`src/rtl/bme_pkg.sv`:
```
// ----------------------------------------------------------------------------
// bme_pkg
// Shared types, register indexes and helper functions for the braid
// message encoder.
// ----------------------------------------------------------------------------
package bme_pkg;

   // configuration register indexes
   localparam logic [2:0] CSR_STRANDS  = 3'd0;
   localparam logic [2:0] CSR_GEN_SEL0 = 3'd1;
   localparam logic [2:0] CSR_GEN_SEL1 = 3'd2;
   localparam logic [2:0] CSR_GEN_SEL2 = 3'd3;
   localparam logic [2:0] CSR_GEN_SEL3 = 3'd4;

   localparam logic [3:0] MIN_STRANDS = 4'd3;

   // input transaction
   typedef struct packed {
      logic [7:0] msg_byte;
      logic       msg_last;
   } req_type;

   // result transaction
   typedef struct packed {
      logic signed [4:0] artin_gen;
      logic              run_last;
   } rsp_type;

   // live configuration, strand count already clamped
   typedef struct packed {
      logic [3:0]      n;
      logic [3:0][3:0] gen_sel;
   } cfg_type;

   // classified byte handed from front to back
   typedef struct packed {
      logic       first;
      logic       last;
      logic [3:0] g_hi;
      logic [2:0] p_hi;
      logic [3:0] g_lo;
      logic [2:0] p_lo;
   } desc_type;

   function automatic logic [3:0] clamp_strands(input logic [3:0] s, input logic [3:0] maxs);
      logic [3:0] r;
      r = s;
      if (r < MIN_STRANDS) r = MIN_STRANDS;
      if (r > maxs) r = maxs;
      return r;
   endfunction

   function automatic logic [3:0] clamp_gen(input logic [3:0] g, input logic [3:0] n);
      logic [3:0] r;
      r = g;
      if (r < 4'd1) r = 4'd1;
      if (r > n - 4'd1) r = n - 4'd1;
      return r;
   endfunction

endpackage

```
`src/rtl/bme_fifo.sv`:
```
// ----------------------------------------------------------------------------
// bme_fifo
// Small synchronous queue with registered storage, used between the front
// and back parts and in front of the result port.
// ----------------------------------------------------------------------------
module bme_fifo #(
   parameter int WIDTH = 16,
   parameter int DEPTH = 2
) (
   input  logic             clock,
   input  logic             reset,
   input  logic             push,
   input  logic [WIDTH-1:0] wdata,
   output logic             full,
   input  logic             pop,
   output logic [WIDTH-1:0] rdata,
   output logic             empty
);
   localparam int AW = (DEPTH > 1) ? $clog2(DEPTH) : 1;
   localparam int CW = $clog2(DEPTH + 1);

   logic [WIDTH-1:0] mem [DEPTH];
   logic [AW-1:0]    wr_ptr_ff, wr_ptr_in;
   logic [AW-1:0]    rd_ptr_ff, rd_ptr_in;
   logic [CW-1:0]    count_ff, count_in;
   logic             do_push, do_pop;

   assign full    = (count_ff == CW'(DEPTH));
   assign empty   = (count_ff == '0);
   assign do_push = push & ~full;
   assign do_pop  = pop & ~empty;
   assign rdata   = mem[rd_ptr_ff];

   // pointer and count update, wrap at DEPTH
   always_comb begin
      wr_ptr_in = wr_ptr_ff;
      rd_ptr_in = rd_ptr_ff;
      count_in  = count_ff;
      if (do_push) wr_ptr_in = (wr_ptr_ff == AW'(DEPTH - 1)) ? '0 : wr_ptr_ff + 1'b1;
      if (do_pop)  rd_ptr_in = (rd_ptr_ff == AW'(DEPTH - 1)) ? '0 : rd_ptr_ff + 1'b1;
      if (do_push && !do_pop) count_in = count_ff + 1'b1;
      else if (!do_push && do_pop) count_in = count_ff - 1'b1;
   end

   always_ff @(posedge clock) begin
      if (reset) begin
         wr_ptr_ff <= '0;
         rd_ptr_ff <= '0;
         count_ff  <= '0;
      end else begin
         wr_ptr_ff <= wr_ptr_in;
         rd_ptr_ff <= rd_ptr_in;
         count_ff  <= count_in;
      end
   end

   // storage, no reset
   always_ff @(posedge clock) begin
      if (do_push) mem[wr_ptr_ff] <= wdata;
   end

endmodule

```
`src/rtl/bme_front.sv`:
```
// ----------------------------------------------------------------------------
// bme_front
// Accepts message bytes, maps both nibbles to generator and power, and
// tags the first and last byte of each message.
// ----------------------------------------------------------------------------
module bme_front (
   input  logic              clock,
   input  logic              reset,
   input  bme_pkg::cfg_type  cfg,
   input  logic              req_push,
   input  bme_pkg::req_type  req_data,
   output logic              req_full,
   input  logic              desc_full,
   output logic              desc_push,
   output bme_pkg::desc_type desc_data
);
   import bme_pkg::*;

   logic       first_ff, first_in;
   logic [3:0] hi, lo;
   logic       accept;

   assign hi       = req_data.msg_byte[7:4];
   assign lo       = req_data.msg_byte[3:0];
   assign req_full = desc_full;
   assign accept   = req_push & ~desc_full;
   assign desc_push = accept;

   // classify the byte
   always_comb begin
      desc_data.first = first_ff;
      desc_data.last  = req_data.msg_last;
      desc_data.g_hi  = clamp_gen(cfg.gen_sel[hi[1:0]], cfg.n);
      desc_data.p_hi  = {1'b0, hi[3:2]} + 3'd1;
      desc_data.g_lo  = clamp_gen(cfg.gen_sel[lo[1:0]], cfg.n);
      desc_data.p_lo  = {1'b0, lo[3:2]} + 3'd1;
   end

   // next byte opens a new message once the last byte went through
   always_comb begin
      first_in = first_ff;
      if (accept) first_in = req_data.msg_last;
   end

   always_ff @(posedge clock) begin
      if (reset) begin
         first_ff <= 1'b1;
      end else begin
         first_ff <= first_in;
      end
   end

endmodule

```
`src/rtl/bme_back.sv`:
```
// ----------------------------------------------------------------------------
// bme_back
// Sequencer that expands one classified byte into generators: prefix,
// power runs, connectors and tail, one generator per cycle while the result queue has room.
// ----------------------------------------------------------------------------
module bme_back (
   input  logic              clock,
   input  logic              reset,
   input  bme_pkg::cfg_type  cfg,
   input  logic              desc_empty,
   input  bme_pkg::desc_type desc_data,
   output logic              desc_pop,
   input  logic              out_full,
   output logic              out_push,
   output bme_pkg::rsp_type  out_data
);
   import bme_pkg::*;

   typedef enum logic [4:0] {
      S_IDLE   = 5'b00001,
      S_PREFIX = 5'b00010,
      S_RUN    = 5'b00100,
      S_CONN   = 5'b01000,
      S_TAIL   = 5'b10000
   } state_type;

   typedef enum logic [1:0] {
      TGT_HI,
      TGT_LO,
      TGT_END
   } tgt_type;

   state_type state_ff, state_in;
   tgt_type   tgt_ff, tgt_in;
   desc_type  d_ff, d_in;
   logic [3:0] held_gen_ff, held_gen_in;
   logic [2:0] held_pow_ff, held_pow_in;
   logic       drop_ff, drop_in;
   logic       dsc_ff, dsc_in;
   logic [3:0] cnt_ff, cnt_in;
   logic [3:0] cur_ff, cur_in;

   logic [3:0] ga, tg, total, n_top;
   logic       go;

   assign go    = ~out_full;
   assign ga    = clamp_gen(held_gen_ff, cfg.n);
   assign tg    = (tgt_ff == TGT_HI) ? d_ff.g_hi : d_ff.g_lo;
   assign total = {held_pow_ff, 1'b0} - {3'd0, drop_ff};
   assign n_top = cfg.n - 4'd1;

   always_comb begin
      state_in    = state_ff;
      tgt_in      = tgt_ff;
      d_in        = d_ff;
      held_gen_in = held_gen_ff;
      held_pow_in = held_pow_ff;
      drop_in     = drop_ff;
      dsc_in      = dsc_ff;
      cnt_in      = cnt_ff;
      cur_in      = cur_ff;
      desc_pop    = 1'b0;
      out_push    = 1'b0;
      out_data.artin_gen = '0;
      out_data.run_last  = 1'b0;

      unique case (state_ff)
         S_IDLE: begin
            if (!desc_empty) begin
               desc_pop = 1'b1;
               d_in     = desc_data;
               if (desc_data.first) begin
                  cur_in   = n_top;
                  state_in = S_PREFIX;
               end else begin
                  tgt_in   = TGT_HI;
                  cnt_in   = '0;
                  state_in = S_RUN;
               end
            end
         end

         // descending prefix down to the high nibble's generator
         S_PREFIX: begin
            if (go) begin
               if (cur_ff > d_ff.g_hi) begin
                  out_push           = 1'b1;
                  out_data.artin_gen = $signed({1'b0, cur_ff});
                  cur_in             = cur_ff - 4'd1;
               end else begin
                  held_gen_in = d_ff.g_hi;
                  held_pow_in = d_ff.p_hi;
                  drop_in     = 1'b0;
                  tgt_in      = TGT_LO;
                  cnt_in      = '0;
                  state_in    = S_RUN;
               end
            end
         end

         // power run of the held generator, never empty
         S_RUN: begin
            if (go) begin
               out_push           = 1'b1;
               out_data.artin_gen = $signed({1'b0, ga});
               if (cnt_ff == total - 4'd1) begin
                  if (tgt_ff == TGT_END) begin
                     if (ga == n_top) begin
                        out_data.run_last = 1'b1;
                        drop_in           = 1'b0;
                        state_in          = S_IDLE;
                     end else begin
                        cur_in   = ga + 4'd1;
                        state_in = S_TAIL;
                     end
                  end else begin
                     dsc_in   = (ga >= tg);
                     cur_in   = (ga >= tg) ? ga : ga + 4'd1;
                     state_in = S_CONN;
                  end
               end else begin
                  cnt_in = cnt_ff + 4'd1;
               end
            end
         end

         // connector toward the target generator
         S_CONN: begin
            if (go) begin
               if (dsc_ff ? (cur_ff > tg) : (cur_ff < tg)) begin
                  out_push           = 1'b1;
                  out_data.artin_gen = dsc_ff ? $signed({1'b0, cur_ff})
                                              : -$signed({1'b0, cur_ff});
                  cur_in             = dsc_ff ? cur_ff - 4'd1 : cur_ff + 4'd1;
               end else begin
                  drop_in     = ~dsc_ff;
                  held_gen_in = tg;
                  held_pow_in = (tgt_ff == TGT_HI) ? d_ff.p_hi : d_ff.p_lo;
                  cnt_in      = '0;
                  if (tgt_ff == TGT_HI) begin
                     tgt_in   = TGT_LO;
                     state_in = S_RUN;
                  end else if (d_ff.last) begin
                     tgt_in   = TGT_END;
                     state_in = S_RUN;
                  end else begin
                     state_in = S_IDLE;
                  end
               end
            end
         end

         // negated ascending tail up to the top strand
         S_TAIL: begin
            if (go) begin
               out_push           = 1'b1;
               out_data.artin_gen = -$signed({1'b0, cur_ff});
               if (cur_ff == n_top) begin
                  out_data.run_last = 1'b1;
                  drop_in           = 1'b0;
                  state_in          = S_IDLE;
               end else begin
                  cur_in = cur_ff + 4'd1;
               end
            end
         end

         default: begin
            state_in = S_IDLE;
         end
      endcase
   end

   always_ff @(posedge clock) begin
      if (reset) begin
         state_ff    <= S_IDLE;
         tgt_ff      <= TGT_HI;
         held_gen_ff <= '0;
         held_pow_ff <= '0;
         drop_ff     <= 1'b0;
         dsc_ff      <= 1'b0;
         cnt_ff      <= '0;
         cur_ff      <= '0;
      end else begin
         state_ff    <= state_in;
         tgt_ff      <= tgt_in;
         held_gen_ff <= held_gen_in;
         held_pow_ff <= held_pow_in;
         drop_ff     <= drop_in;
         dsc_ff      <= dsc_in;
         cnt_ff      <= cnt_in;
         cur_ff      <= cur_in;
      end
   end

   // byte being expanded, payload only
   always_ff @(posedge clock) begin
      d_ff <= d_in;
   end

endmodule

```
`src/rtl/braid_message_encoder.sv`:
```
// ----------------------------------------------------------------------------
// braid_message_encoder
// Encodes message bytes into a signed Artin generator word; front part
// classifies bytes, back part emits generators through a result queue.
// ----------------------------------------------------------------------------
// Path: the idle sequencer loads a byte from the descriptor queue, and its
//   first generator then passes through the result queue; a first byte
//   with an empty prefix first passes the closing prefix check.
// Throughput: one generator per cycle while the result queue has room; a new
//   byte is loaded only from idle; loads and prefix/connector closing checks emit nothing.
// Reset: synchronous; clears both queues, the message state and the
//   configuration registers to strands 8 and generators 1, 2, 3, 4.
module braid_message_encoder #(
   parameter int MAX_STRANDS = 8
) (
   input  logic             clock,
   input  logic             reset,
   // byte input
   input  logic             req_push,
   input  bme_pkg::req_type req_data,
   output logic             req_full,
   // generator output
   output logic             rsp_empty,
   input  logic             rsp_pop,
   output bme_pkg::rsp_type rsp_data,
   // configuration writes
   input  logic             csr_valid,
   output logic             csr_ready,
   input  logic [2:0]       csr_index,
   input  logic [3:0]       csr_wdata
);
   import bme_pkg::*;

   localparam int DESC_W = $bits(desc_type);
   localparam int RSP_W  = $bits(rsp_type);

   logic [3:0]      strands_ff, strands_in;
   logic [3:0][3:0] gen_sel_ff, gen_sel_in;
   cfg_type         cfg;

   logic     desc_push, desc_full, desc_empty, desc_pop;
   desc_type desc_wdata, desc_rdata;
   logic     out_push, out_full;
   rsp_type  out_wdata;

   assign csr_ready = 1'b1;

   // configuration register writes
   always_comb begin
      strands_in = strands_ff;
      gen_sel_in = gen_sel_ff;
      if (csr_valid && csr_ready) begin
         unique case (csr_index)
            CSR_STRANDS:  strands_in    = csr_wdata;
            CSR_GEN_SEL0: gen_sel_in[0] = csr_wdata;
            CSR_GEN_SEL1: gen_sel_in[1] = csr_wdata;
            CSR_GEN_SEL2: gen_sel_in[2] = csr_wdata;
            CSR_GEN_SEL3: gen_sel_in[3] = csr_wdata;
            default: begin
               strands_in = strands_ff;
            end
         endcase
      end
   end

   always_ff @(posedge clock) begin
      if (reset) begin
         strands_ff <= 4'd8;
         gen_sel_ff <= {4'd4, 4'd3, 4'd2, 4'd1};
      end else begin
         strands_ff <= strands_in;
         gen_sel_ff <= gen_sel_in;
      end
   end

   assign cfg.n       = clamp_strands(strands_ff, 4'(MAX_STRANDS));
   assign cfg.gen_sel = gen_sel_ff;

   bme_front u_front (
      .clock     (clock),
      .reset     (reset),
      .cfg       (cfg),
      .req_push  (req_push),
      .req_data  (req_data),
      .req_full  (req_full),
      .desc_full (desc_full),
      .desc_push (desc_push),
      .desc_data (desc_wdata)
   );

   bme_fifo #(.WIDTH(DESC_W), .DEPTH(2)) u_desc_q (
      .clock (clock),
      .reset (reset),
      .push  (desc_push),
      .wdata (desc_wdata),
      .full  (desc_full),
      .pop   (desc_pop),
      .rdata (desc_rdata),
      .empty (desc_empty)
   );

   bme_back u_back (
      .clock      (clock),
      .reset      (reset),
      .cfg        (cfg),
      .desc_empty (desc_empty),
      .desc_data  (desc_rdata),
      .desc_pop   (desc_pop),
      .out_full   (out_full),
      .out_push   (out_push),
      .out_data   (out_wdata)
   );

   bme_fifo #(.WIDTH(RSP_W), .DEPTH(2)) u_rsp_q (
      .clock (clock),
      .reset (reset),
      .push  (out_push),
      .wdata (out_wdata),
      .full  (out_full),
      .pop   (rsp_pop),
      .rdata (rsp_data),
      .empty (rsp_empty)
   );

endmodule

```
`config.mk`:
```
export PLATFORM = sky130hd
export DESIGN_NAME = braid_message_encoder
export DESIGN_NICKNAME = d
export VERILOG_FILES = /design/src/rtl/bme_pkg.sv /design/src/rtl/bme_fifo.sv /design/src/rtl/bme_front.sv /design/src/rtl/bme_back.sv /design/src/rtl/braid_message_encoder.sv
export SDC_FILE = /design/constraint.sdc
export NUM_CORES = 1
export LEC_CHECK = 0
export BUFFER_PORTS_ARGS = -buffer_cell sky130_fd_sc_hd__buf_2
export CAP_MARGIN = 25
export CORE_MARGIN = 8
export CORE_UTILIZATION = 50
export DETAILED_ROUTE_END_ITERATION = 8
export GPL_TIMING_DRIVEN = 0
export PLACE_DENSITY = 0.77
export SYNTH_ARGS = -nofsm -noshare
export SYNTH_HDL_FRONTEND = slang
export SYNTH_SLANG_ARGS = --single-unit
```
`constraint.sdc`:
```
create_clock -name clock -period 5.13 [get_ports clock]
set_input_delay 1.539 -clock clock [delete_from_list [all_inputs] [get_ports clock]]
set_output_delay 1.539 -clock clock [all_outputs]
set_load 0.1 [all_outputs]
```
======== Yosys cells after proc, flatten, opt, wreduce, memory -nomap -nowiden ========
Memory sizes are Yosys's and may differ from the RTL's. A register that Yosys moved wholly into a read port is not among the register bits.
Cells that the tools add are included.
storage, ports and cells
  bits in writable memories ............... 44
  memories ................................ 2
  logic and storage cells ................. 258
  register bits ........................... 68
  output and inout port bits .............. 9
operators by class
  $add $sub $neg .......................... 18
  equal/unequal tests ..................... 34
  muxes and demuxes ....................... 121
  reductions and logical operators ........ 33
  order comparisons ....................... 14
  bitwise operators ....................... 11
memories
  name          depth  bits a word  read ports  clocked after memory_dff  write ports  RTL line        RTL
  u_desc_q.mem  2      16           1           1                         1            bme_fifo.sv:22  logic [WIDTH-1:0] mem [DEPTH];
  u_rsp_q.mem   2      6            1           1                         1            bme_fifo.sv:22
operator list
  operator                                                     count
  2-to-1 mux 4 bit                                             38
  2-to-1 mux 5 bit                                             17
  2-to-1 mux 1 bit                                             34
  one-hot mux 5 bit (5 select lines)                           1
  2-to-1 mux 2 bit                                             12
  2-to-1 mux 3 bit                                             7
  > comparator 4 bit                                           5
  inequality test 2 bit (second input constant)                10
  one-hot mux 4 bit (5 select lines)                           1
  one-hot mux 5 bit (4 select lines)                           1
  AND reduction 9 bit                                          2
  binary-select mux 4 bit (select 2 bit)                       2
  one-hot mux 4 bit (4 select lines)                           1
  inequality test 2 x 1 -> 1 bit (second input constant)       7
  adder 4 x 1 -> 4 bit (second input constant)                 3
  == test 4 bit                                                3
  less-than comparator 4 x 1 -> 1 bit (second input constant)  3
  AND reduction 12 bit                                         1
  AND reduction 2 bit                                          6
  subtractor 4 x 1 -> 4 bit (second input constant)            3
  AND reduction 11 bit                                         1
  one-hot mux 4 bit (2 select lines)                           1
  AND reduction 8 bit                                          1
  nonzero test 4 bit                                           2
  40 further kinds                                             69

======== Longest topological paths before layout ========
Gate-level depths: netlist (run 1).
  depth in word-level cells ............... 13
  gate-level depth with buffers ........... 20
  depth with buffers taken out ............ 20

======== By module ========
From an unflattened synthesis (run 1), not the netlist that was laid out.
unflattened totals
  cell total of the unflattened synthesis .. 629
  area, all modules ....................... 6628.9 um^2
modules (own cells, without submodules)
  module                 sequential area each (um^2)  times used  area each (um^2)  cells each
  bme_back               930.9                        1           3120.5            363
  bme_fifo (u_desc_q)    1061.0                       1           1368.8            75
  braid_message_encoder  400.4                        1           867.1             88
  bme_fifo (u_rsp_q)     460.4                        1           649.4             44
  bme_front              20.0                         1           623.1             59

======== Worst setup path before layout (run 1) ========
Ideal clock, no wire load.
  kind .................................... register -> register
  from .................................... reg strands_ff[0]
  to ...................................... reg u_back.cur_ff[3]
  setup slack ............................. 0.820 ns
  path buffers ............................ 0
  library setup time ...................... 0.086 ns
  arrival time ............................ 4.224 ns
  cell stages (with the launch flop) ...... 21
  cell sequence ........................... dfxtp_1 -> nand2b_1 -> and2_1 -> inv_2 -> ha_1 -> xor2_1 -> inv_2 -> ha_1 -> o21ai_0 -> a21oi_1 -> o21ai_1 -> mux2i_1 -> inv_1 -> ha_1 -> nand2b_1 -> a2111oi_0 -> nor3_1 -> or3_1 -> nand3_1 -> a31oi_1 -> a211oi_1
between the ends
  cells in the longest elaborated chain, start to end .. 13
  elaborated cells on any way between the ends .. 22
  those cells by class .................... add/sub (2); order compare (4); eq/ne (4); mux (11); reduce/logical (1)
ends and longest elaborated chain
  item                                                                       RTL line                          RTL
  from (decl)                                                                braid_message_encoder.sv:37       logic [3:0] strands_ff, strands_in;
  from (signal assigned)                                                     braid_message_encoder.sv:71       strands_ff <= strands_in;
  less-than comparator 4 x 2 -> 1 bit                                        bme_pkg.sv:48                     if (r < MIN_STRANDS) r = MIN_STRANDS;
  2-to-1 mux 4 bit (*)                                                       bme_pkg.sv:48
  > comparator 4 bit                                                         bme_pkg.sv:49                     if (r > maxs) r = maxs;
  2-to-1 mux 4 bit (*)                                                       bme_pkg.sv:49
  subtractor 4 x 1 -> 4 bit (*)                                              bme_pkg.sv:57, bme_back.sv:50
  > comparator 4 bit                                                         bme_pkg.sv:57                     if (r > n - 4'd1) r = n - 4'd1;
  2-to-1 mux 4 bit                                                           bme_pkg.sv:57
  adder 4 x 1 -> 4 bit or greater-or-equal comparator 4 bit (tied branches)  bme_back.sv:113, bme_back.sv:118
  2-to-1 mux 4 bit, on equally long branches                                 bme_back.sv:118, bme_back.sv:108
  2-to-1 mux 4 bit                                                           bme_back.sv:107                   if (tgt_ff == TGT_END) begin
  2-to-1 mux 4 bit                                                           bme_back.sv:106                   if (cnt_ff == total - 4'd1) begin
  2-to-1 mux 4 bit                                                           bme_back.sv:103                   if (go) begin
  one-hot mux 4 bit (5 select lines)                                         bme_back.sv:67                    unique case (state_ff)
  to (signal assigned)                                                       bme_back.sv:192                   cur_ff <= cur_in;
  to (decl)                                                                  bme_back.sv:41                    logic [3:0] cur_ff, cur_in;
Mark *: on every way between the ends. The rest lies on a longest branch, timed or not. The select of a mux whose other input is x is not followed.
A chain may end at the register's enable or synchronous reset.

======== Final worst setup path (run 1) ========
Same ends and word-level chain as after synthesis.

==> key figures, run 1 <==
Place
  • Gpl congestion: 0.9183
  • PortBufs: 28
  • DP HPWL: 10.88 mm

CTS
  • TritonCTS sink count: 114
  • # H-tree levels: 4
  • Total clock buffers created by CTS: 17
  • Hold_buf cts: 0
  • Longest Clk Path Bufs: 2
  • Worst-Skew Late Latency: 0.42 ns
  • Worst-path clk slew: 0.06 ns
  • Root Driver: clkbuf_16
  • CTS tree: built

Pwr
  • Logic pwr share: 29.9%
  • Switching share of power: 32.81%
  • Clk pwr share: 34.4%
  • Pwr per Cell Area: 465.5 nW/um^2
  • Leak: 0.002830 uW
  • Worst VDD drop: 0.0003146 V
  • P_sw: 1132 uW
  • Pint: 2319 uW
  • Sequential Power Share: 35.7%
  • Pwr Total: 3452 uW

Yosys
  • Post-synthesis sequential area ratio: 44.99%
  • Synthesized area: 6385 um^2
  • Flops & latches, synth: 114
  • Primary FF master, synth: edfxtp_1
  • Number of synthesized flops with an enable pin: 59
  • Post-synthesis cell count: 598
  • Async set or reset register ratio after synthesis: 0%
  • Library cells used by synthesis: 76
  • Yosys warnings: 0
  • Syn Area/Cell: 10.68 um^2

STA
  • Post-route minimum period: 4.808 ns
  • RSZ-0062 raised after global routing: no
  • Hold Slack: 0.4777 ns
  • TNS Setup: 0 ns
  • Max Freq: 208.0 MHz
  • Slew margin rel.: 42.24%
  • Final hold viol count: 0
  • Final Skew: 0.005512 ns
  • Finish-stage setup viols: 0
  • Worst slew pin tran: 0.8598 ns
  • Final period util: 93.73%
  • Final slew viol count: 0

Setup path
  • CP endpoint kind: flop
  • Crit path kind: flop to flop
  • CP max stage delay: 0.42 ns
  • CP max FO: 7
  • Startpoint Class: flop
  • Crit path DAT: 5.14 ns
  • Worst EP required: 5.46 ns
  • Slowest CP cell: a2111oi_4
  • Reg2reg setup slack: 0.32 ns
  • Reg-to-Reg Start: strands_ff[0]
  • CP most frequent cell: ha_1
  • Crit path cell chain: nand2b_1 > and2_1 > inv_2 > ha_1 > xor2_1 > inv_2 > ha_1 > o21ai_0 > a21oi_1 > o21ai_2 > mux2i_4 > inv_1 > ha_1 > nand2b_1 > a2111oi_4 > nor3_2 > or3_1 > nand3_1 > a31oi_1 > a211oi_1
  • Reg2reg end: u_back.cur_ff[3]
  • Worst Reg-to-Reg Cells: 20

Layout
  • Area delta synth->final: 16.15%
  • Share of cells above drive strength 1: 19.73%
  • Fin nets: 706
  • Diodes inserted: 0
  • FILL cells: 1025

Routing
  • WL/cell: 18.13 um
  • DRT Pass-1 Iters: 5
  • Post-route antenna net violation count: 0
  • DR vias/cell: 5.819
  • DRC Markers: 0
  • Routed wire length: 15.16 mm
  • Via count: 4865
  • Drt first-iter violations: 274

Floorplanning
  • Die area: 16640 um^2
  • Num ports: 30
  • Row cnt: 41
  • Horiz. Die Dim: 129.0 um
  • Core ar.: 12570 um^2
  • Initial core utilization: 50.80%
  • Die Ht: 129.0 um

GRT
  • Initial antenna violation count: 0
  • GRT Util Overall: 19.03%
  • First-pass GRT wire length: 24.56 mm
  • GR Overflow Total: 0
  • Vias in the first global route: 4972
  • Largest net degree at the start of global routing: 17

Min path
  • Worst hold path depth: 0
  • Hold Path Class: flop to flop
  • Worst Hold Path EP: u_desc_q.mem[1][15]
  • Worst min-delay path startpoint: u_front.first_ff

Status
  • Status: complete, no violations

Flow run
  • Max Cap Viol: 0
## power by group through the flow
stage / logic (uW) / registers [uW] / clock network [uW]
after floorplan: 763 / 1220 / 0
after global placement: 927 / 1240 / 0
after detailed placement: 991 / 1250 / 0
after CTS: 1010 / 1230 / 1200
after global routing: 1120 / 1250 / 1240
final: 1030 / 1230 / 1190
## cell usage after synthesis, drive strengths merged, types with 2 or more instances
cell | number | area [um^2]
a211o | 7 | 61.31
clkbuf | 14 | 52.55
o211ai | 6 | 50.05
a211oi | 7 | 62.56
o221ai | 3 | 26.28
nor3 | 16 | 96.35
and2 | 7 | 48.80
or2 | 2 | 12.51
nand3 | 10 | 55.05
nand4 | 5 | 31.28
a41o | 2 | 20.02
nand2 | 35 | 131.4
a2111oi | 2 | 36.29
mux2 | 24 | 270.3
nor4 | 2 | 33.78
o21a | 2 | 15.01
or4 | 2 | 15.01
and3 | 5 | 31.28
dfxtp | 55 | 1101
nor2 | 67 | 254.0
inv | 27 | 101.4
o21ai | 26 | 130.1
xor2 | 10 | 87.58
o31ai | 5 | 37.54
a21oi | 30 | 150.1
mux4 | 8 | 180.2
a311oi | 4 | 35.03
buf | 12 | 97.58
edfxtp | 59 | 1772
nor4bb | 2 | 20.02
xnor2 | 8 | 77.58
nand2b | 15 | 93.84
mux2i | 27 | 270.3
o21bai | 3 | 30.03
a21o | 4 | 30.03
ha | 34 | 425.4
and4 | 2 | 17.52
nor2b | 16 | 115.1
o311a | 2 | 20.02
nand4b | 2 | 17.52
o22ai | 4 | 25.02
or3 | 7 | 43.79
a22oi | 2 | 15.01
## worst max-delay path, delay by kind of cell, from the launching register on
kind	cells	cell delay, ns
simple gates	6	1.25
buf+inv	3	0.41
fa+ha+maj	3	0.87
compound gates	6	1.29
xor+xnor	1	0.23
flops	1	0.31
mux	1	0.35
## per-stage QoR
stage	instances	area [um^2]	util, %	worst slack (ns)
6_report	836	7416	59.00	0.3215
5_1_grt	836	7416	59.00	0.03744
4_1_cts	835	7377	58.70	0.1041
3_5_place_dp	803	6774	53.90	-0.1651
3_3_place_gp	801	6751	53.72	0.06802
2_1_floorplan	601	6396	-	0.8202
## worst max path at each step
| stage | startpoint | end | slack, ns |
|---|---|---|---|
| floorplan | strands_ff[0] | u_back.cur_ff[3] | 0.82 |
| global placement | strands_ff[0] | u_back.cur_ff[3] | 0.07 |
| detailed placement | strands_ff[0] | u_back.cur_ff[3] | -0.17 |
| CTS | strands_ff[2] | u_back.cur_ff[3] | 0.10 |
| global route | strands_ff[3] | u_back.cur_ff[3] | 0.04 |
| finish | strands_ff[0] | u_back.cur_ff[3] | 0.32 |
## routing by layer
metal / track usage (%) / share of wire (%) / up-vias
met5: 0 / 0 / -
met4: 11.33 / 3.5 / 0
met3: 4.303 / 5.0 / 43
met2: 32.51 / 50 / 154
met1: 21.36 / 41 / 2354
li1: - / - / 2314
## layout by cell type, fill, tap and decap left out, types with 4 or more instances in the layout
cell       instances
nor2_1            66
edfxtp_1          59
dfxtp_1           55
nand2_1           35
ha_1              34
buf_2             31
a21oi_1           30
mux2i_1           26
inv_1             25
mux2_2            24
o21ai_0           22
clkbuf_16         17
clkbuf_1          16
nand2b_1          15
nor2b_1           14
nor3_1            13
xor2_1            10
nand3_1            9
mux4_2             8
buf_6              7
xnor2_1            7
or3_1              7
a211o_1            7
nand4_1            5
o211ai_1           5
and3_1             5
o31ai_1            5
and2_1             5
a211oi_1           5
buf_4              4
a21o_1             4
o22ai_1            4
a311oi_1           4
conb_1             4
## flip-flops by register name, summed over array words and instances (netlist names), named ones only
signal and count:
cfg 16, u_desc_q.count_ff 2, strands_ff 4, u_back.d_ff 15
u_back.cur_ff 4, u_back.held_pow_ff 3, u_desc_q.mem 32, u_desc_q.rd_ptr_ff 1
u_rsp_q.mem 12, u_desc_q.wr_ptr_ff 1, u_front.first_ff 1, u_back.cnt_ff 4
u_rsp_q.count_ff 2, u_rsp_q.rd_ptr_ff 1, u_back.dsc_ff 1, u_rsp_q.wr_ptr_ff 1
u_back.tgt_ff 2, u_back.drop_ff 1, u_back.held_gen_ff 4, u_back.state_ff 5
## layout make-up
class / instances / area, um^2 / area share [%]
Buffer: 26 / 150.1 / 2.025
Clock buffer: 19 / 432.9 / 5.838
Sequential cell: 114 / 2873 / 38.74
Multi-Input combinational cell: 434 / 3312 / 44.66
Timing Repair Buffer: 31 / 170.2 / 2.295
Clock inverter: 13 / 161.4 / 2.176
Tap cell: 172 / 215.2 / 2.902
Inverter: 27 / 101.3 / 1.367
## logic make-up after synthesis
family / synth area share, %
compound gates: 12.76
xor+xnor: 3.312
fa+ha+maj: 6.663
buf+inv: 3.939
flops: 44.99
mux: 11.29
other cells: 0.05873
simple gates: 16.99
## repair_timing
| item | in CTS | in global routing |
|---|---|---|
| gates resized for setup | 3 | 4 |
| pin swaps | 0 | 1 |
| buffers inserted | 0 | 1 |
| setup endpoints to repair | 2 | 2 |
(Power assumes the default switching activity.)
==> inputs of run 2 (changes only) <==
- CTS_BUF_LIST: not set -> sky130_fd_sc_hd__clkbuf_16
==> run 2 against run 1 <==
Worst setup slack is essentially flat. Flip-flop and latch count is the same. Routed wire length is essentially flat. Via count is essentially flat. Register-to-register slack is essentially flat. Sequential share of layout area is the same. Global-route usage is the same. Combinational power is essentially flat. Worst hold slack lost 0.0050 ns. Highest routed layer unchanged.
==> key figures, run 2 (synthesized netlist as in run 1, its figures left out) <==
Place
  • DP HPWL: 10.88 mm
  • PortBufs: 28
  • Gpl congestion: 0.9183
  • Dpl cell area: 6774 um^2

Setup path
  • Worst Reg-to-Reg Cells: 20
  • Crit path kind: flop to flop
  • CP max FO: 7
  • Reg-to-Reg Start: strands_ff[0]
  • Crit path max-delay family: compound AO/OA/AOI/OAI gates
  • CP most frequent cell: ha_1
  • Worst EP required: 5.46 ns
  • CP endpoint kind: flop
  • Crit path from: strands_ff[0]
  • Worst path depth: 20
  • Crit path buf inv count: 3
  • Reg2reg setup slack: 0.32 ns
  • Startpoint Class: flop
  • Reg2reg end: u_back.cur_ff[3]
  • CP max stage delay: 0.42 ns
  • Crit path cell chain: nand2b_1 > and2_1 > inv_2 > ha_1 > xor2_1 > inv_2 > ha_1 > o21ai_0 > a21oi_1 > o21ai_2 > mux2i_4 > inv_1 > ha_1 > nand2b_1 > a2111oi_4 > nor3_2 > or3_1 > nand3_1 > a31oi_1 > a211oi_1
  • Slowest CP cell: a2111oi_4
  • Crit path DAT: 5.14 ns

Layout
  • Diodes inserted: 0
  • Final design area excluding fillers: 7416 um^2
  • Final core occ: 59.00%
  • Commonest non-fill, non-tap cell in the layout: nor2_1
  • Biggest register: u_desc_q.mem
  • Fin nets: 706
  • Area delta synth->final: 16.15%
  • Max reg flops: 32
  • Share of cells above drive strength 1: 19.73%
  • Commonest non-fill, non-tap cells in the layout: nor2_1 (66), edfxtp_1 (59), dfxtp_1 (55)

CTS
  • # H-tree levels: 4
  • Root Driver: clkbuf_16
  • Total clock buffers created by CTS: 17
  • Hold_buf cts: 0
  • Longest Clk Path Bufs: 2
  • Worst-Skew Late Latency: 0.42 ns
  • CTS tree: built
  • TritonCTS sink count: 114
  • Worst-path clk slew: 0.06 ns

STA
  • Final period util: 93.74%
  • Final Skew: 0.005517 ns
  • Final hold viol count: 0
  • Slew margin rel.: 42.24%
  • Finish-stage setup viols: 0
  • Post-route minimum period: 4.809 ns
  • Final slew viol count: 0
  • Worst slew pin tran: 0.8598 ns
  • Hold Slack: 0.4728 ns
  • Max Freq: 207.9 MHz
  • RSZ-0062 raised after global routing: no
  • TNS Setup: 0 ns

Floorplanning
  • Core ar.: 12570 um^2
  • Die area: 16640 um^2
  • Row cnt: 41
  • Horiz. Die Dim: 129.0 um
  • Initial core utilization: 50.80%
  • Die Ht: 129.0 um
  • Num ports: 30

Pwr
  • Worst VDD drop: 0.0003133 V
  • Pwr per Cell Area: 464.9 nW/um^2
  • Pwr Total: 3447 uW
  • Leak: 0.002838 uW

GRT
  • GRT Util Overall: 19.03%
  • Vias in the first global route: 4972
  • First-pass GRT wire length: 24.56 mm
  • Largest net degree at the start of global routing: 17
  • Initial antenna violation count: 0
  • GR Overflow Total: 0

Routing
  • Drt first-iter violations: 274
  • DRC Markers: 0
  • Via count: 4867
  • Post-route antenna net violation count: 0
  • WL/cell: 18.12 um
  • DRT Pass-1 Iters: 6
  • DR vias/cell: 5.822
  • Routed wire length: 15.15 mm

Flow run
  • Max Cap Viol: 0

Min path
  • Hold Path Class: flop to flop
  • Worst hold path depth: 0
  • Worst min-delay path startpoint: u_front.first_ff
  • Worst Hold Path EP: u_desc_q.mem[1][15]

Status
  • Status: complete, no violations
-- run 2: cell types whose count changed in the layout (fill, tap and decap cells not counted), sizes merged --
| cell | delta |
|---|---|
| inv | +2 |
| clkbuf | -2 |
-- run 2: area by class of cell --
class	count	area, um^2
buffer	26	150.1
clock buffer	17	425.4
clock inverter	15	168.9
fill	1025	5152
inverter	27	101.3
multi-input combinational	434	3312
sequential	114	2873
tap	172	215.2
timing repair buffer	31	170.2
-- run 2: power by group --
group	switching, uW	internal, uW	total [uW]	leakage (uW)
Sequential	84.7	1150	1230	0.000980
Combinational	621	410	1030	0.00157
Clock	426	758	1180	0.000290
Total	1130	2320	3450	0.00284
-- run 2: per-layer routing --
layer / global-route usage [%] / up-vias / part of all wire (%)
li1: - / 2315 / -
met1: 21.36 / 2356 / 41
met2: 32.51 / 153 / 50
met3: 4.303 / 43 / 5.1
met4: 11.33 / 0 / 3.5
met5: 0 / - / 0
-- run 2: worst max-delay path by stage --
| stage | to | slack, ns |
|---|---|---|
| floorplan | u_back.cur_ff[3] | 0.82 |
| global placement | u_back.cur_ff[3] | 0.07 |
| detailed placement | u_back.cur_ff[3] | -0.17 |
| CTS | u_back.cur_ff[3] | 0.10 |
| global route | u_back.cur_ff[3] | 0.04 |
| finish | u_back.cur_ff[3] | 0.32 |
-- run 2: through the flow --
step                      setup WS (ns)  instances
after floorplan                  0.8202        601
after global placement          0.06802        801
after detailed placement        -0.1651        803
after CTS                        0.1041        835
after global routing            0.03744        836
final                            0.3211        836
-- run 2: timing repair --
action	CTS	global route
setup buffers	0	1
setup endpoints to repair	2	2
pin swaps	0	1
resized for setup	3	4
-- run 2: worst reg2reg max path, cell delays in order, from the launching register on --
cell and delay [ns]:
dfxtp_1 0.31, nand2b_1 0.21, and2_1 0.25, inv_2 0.17
ha_1 0.28, xor2_1 0.23, inv_2 0.15, ha_1 0.31
o21ai_0 0.15, a21oi_1 0.09, o21ai_2 0.27, mux2i_4 0.35
inv_1 0.09, ha_1 0.28, nand2b_1 0.18, a2111oi_4 0.42
nor3_2 0.15, or3_1 0.37, nand3_1 0.09, a31oi_1 0.09
a211oi_1 0.27
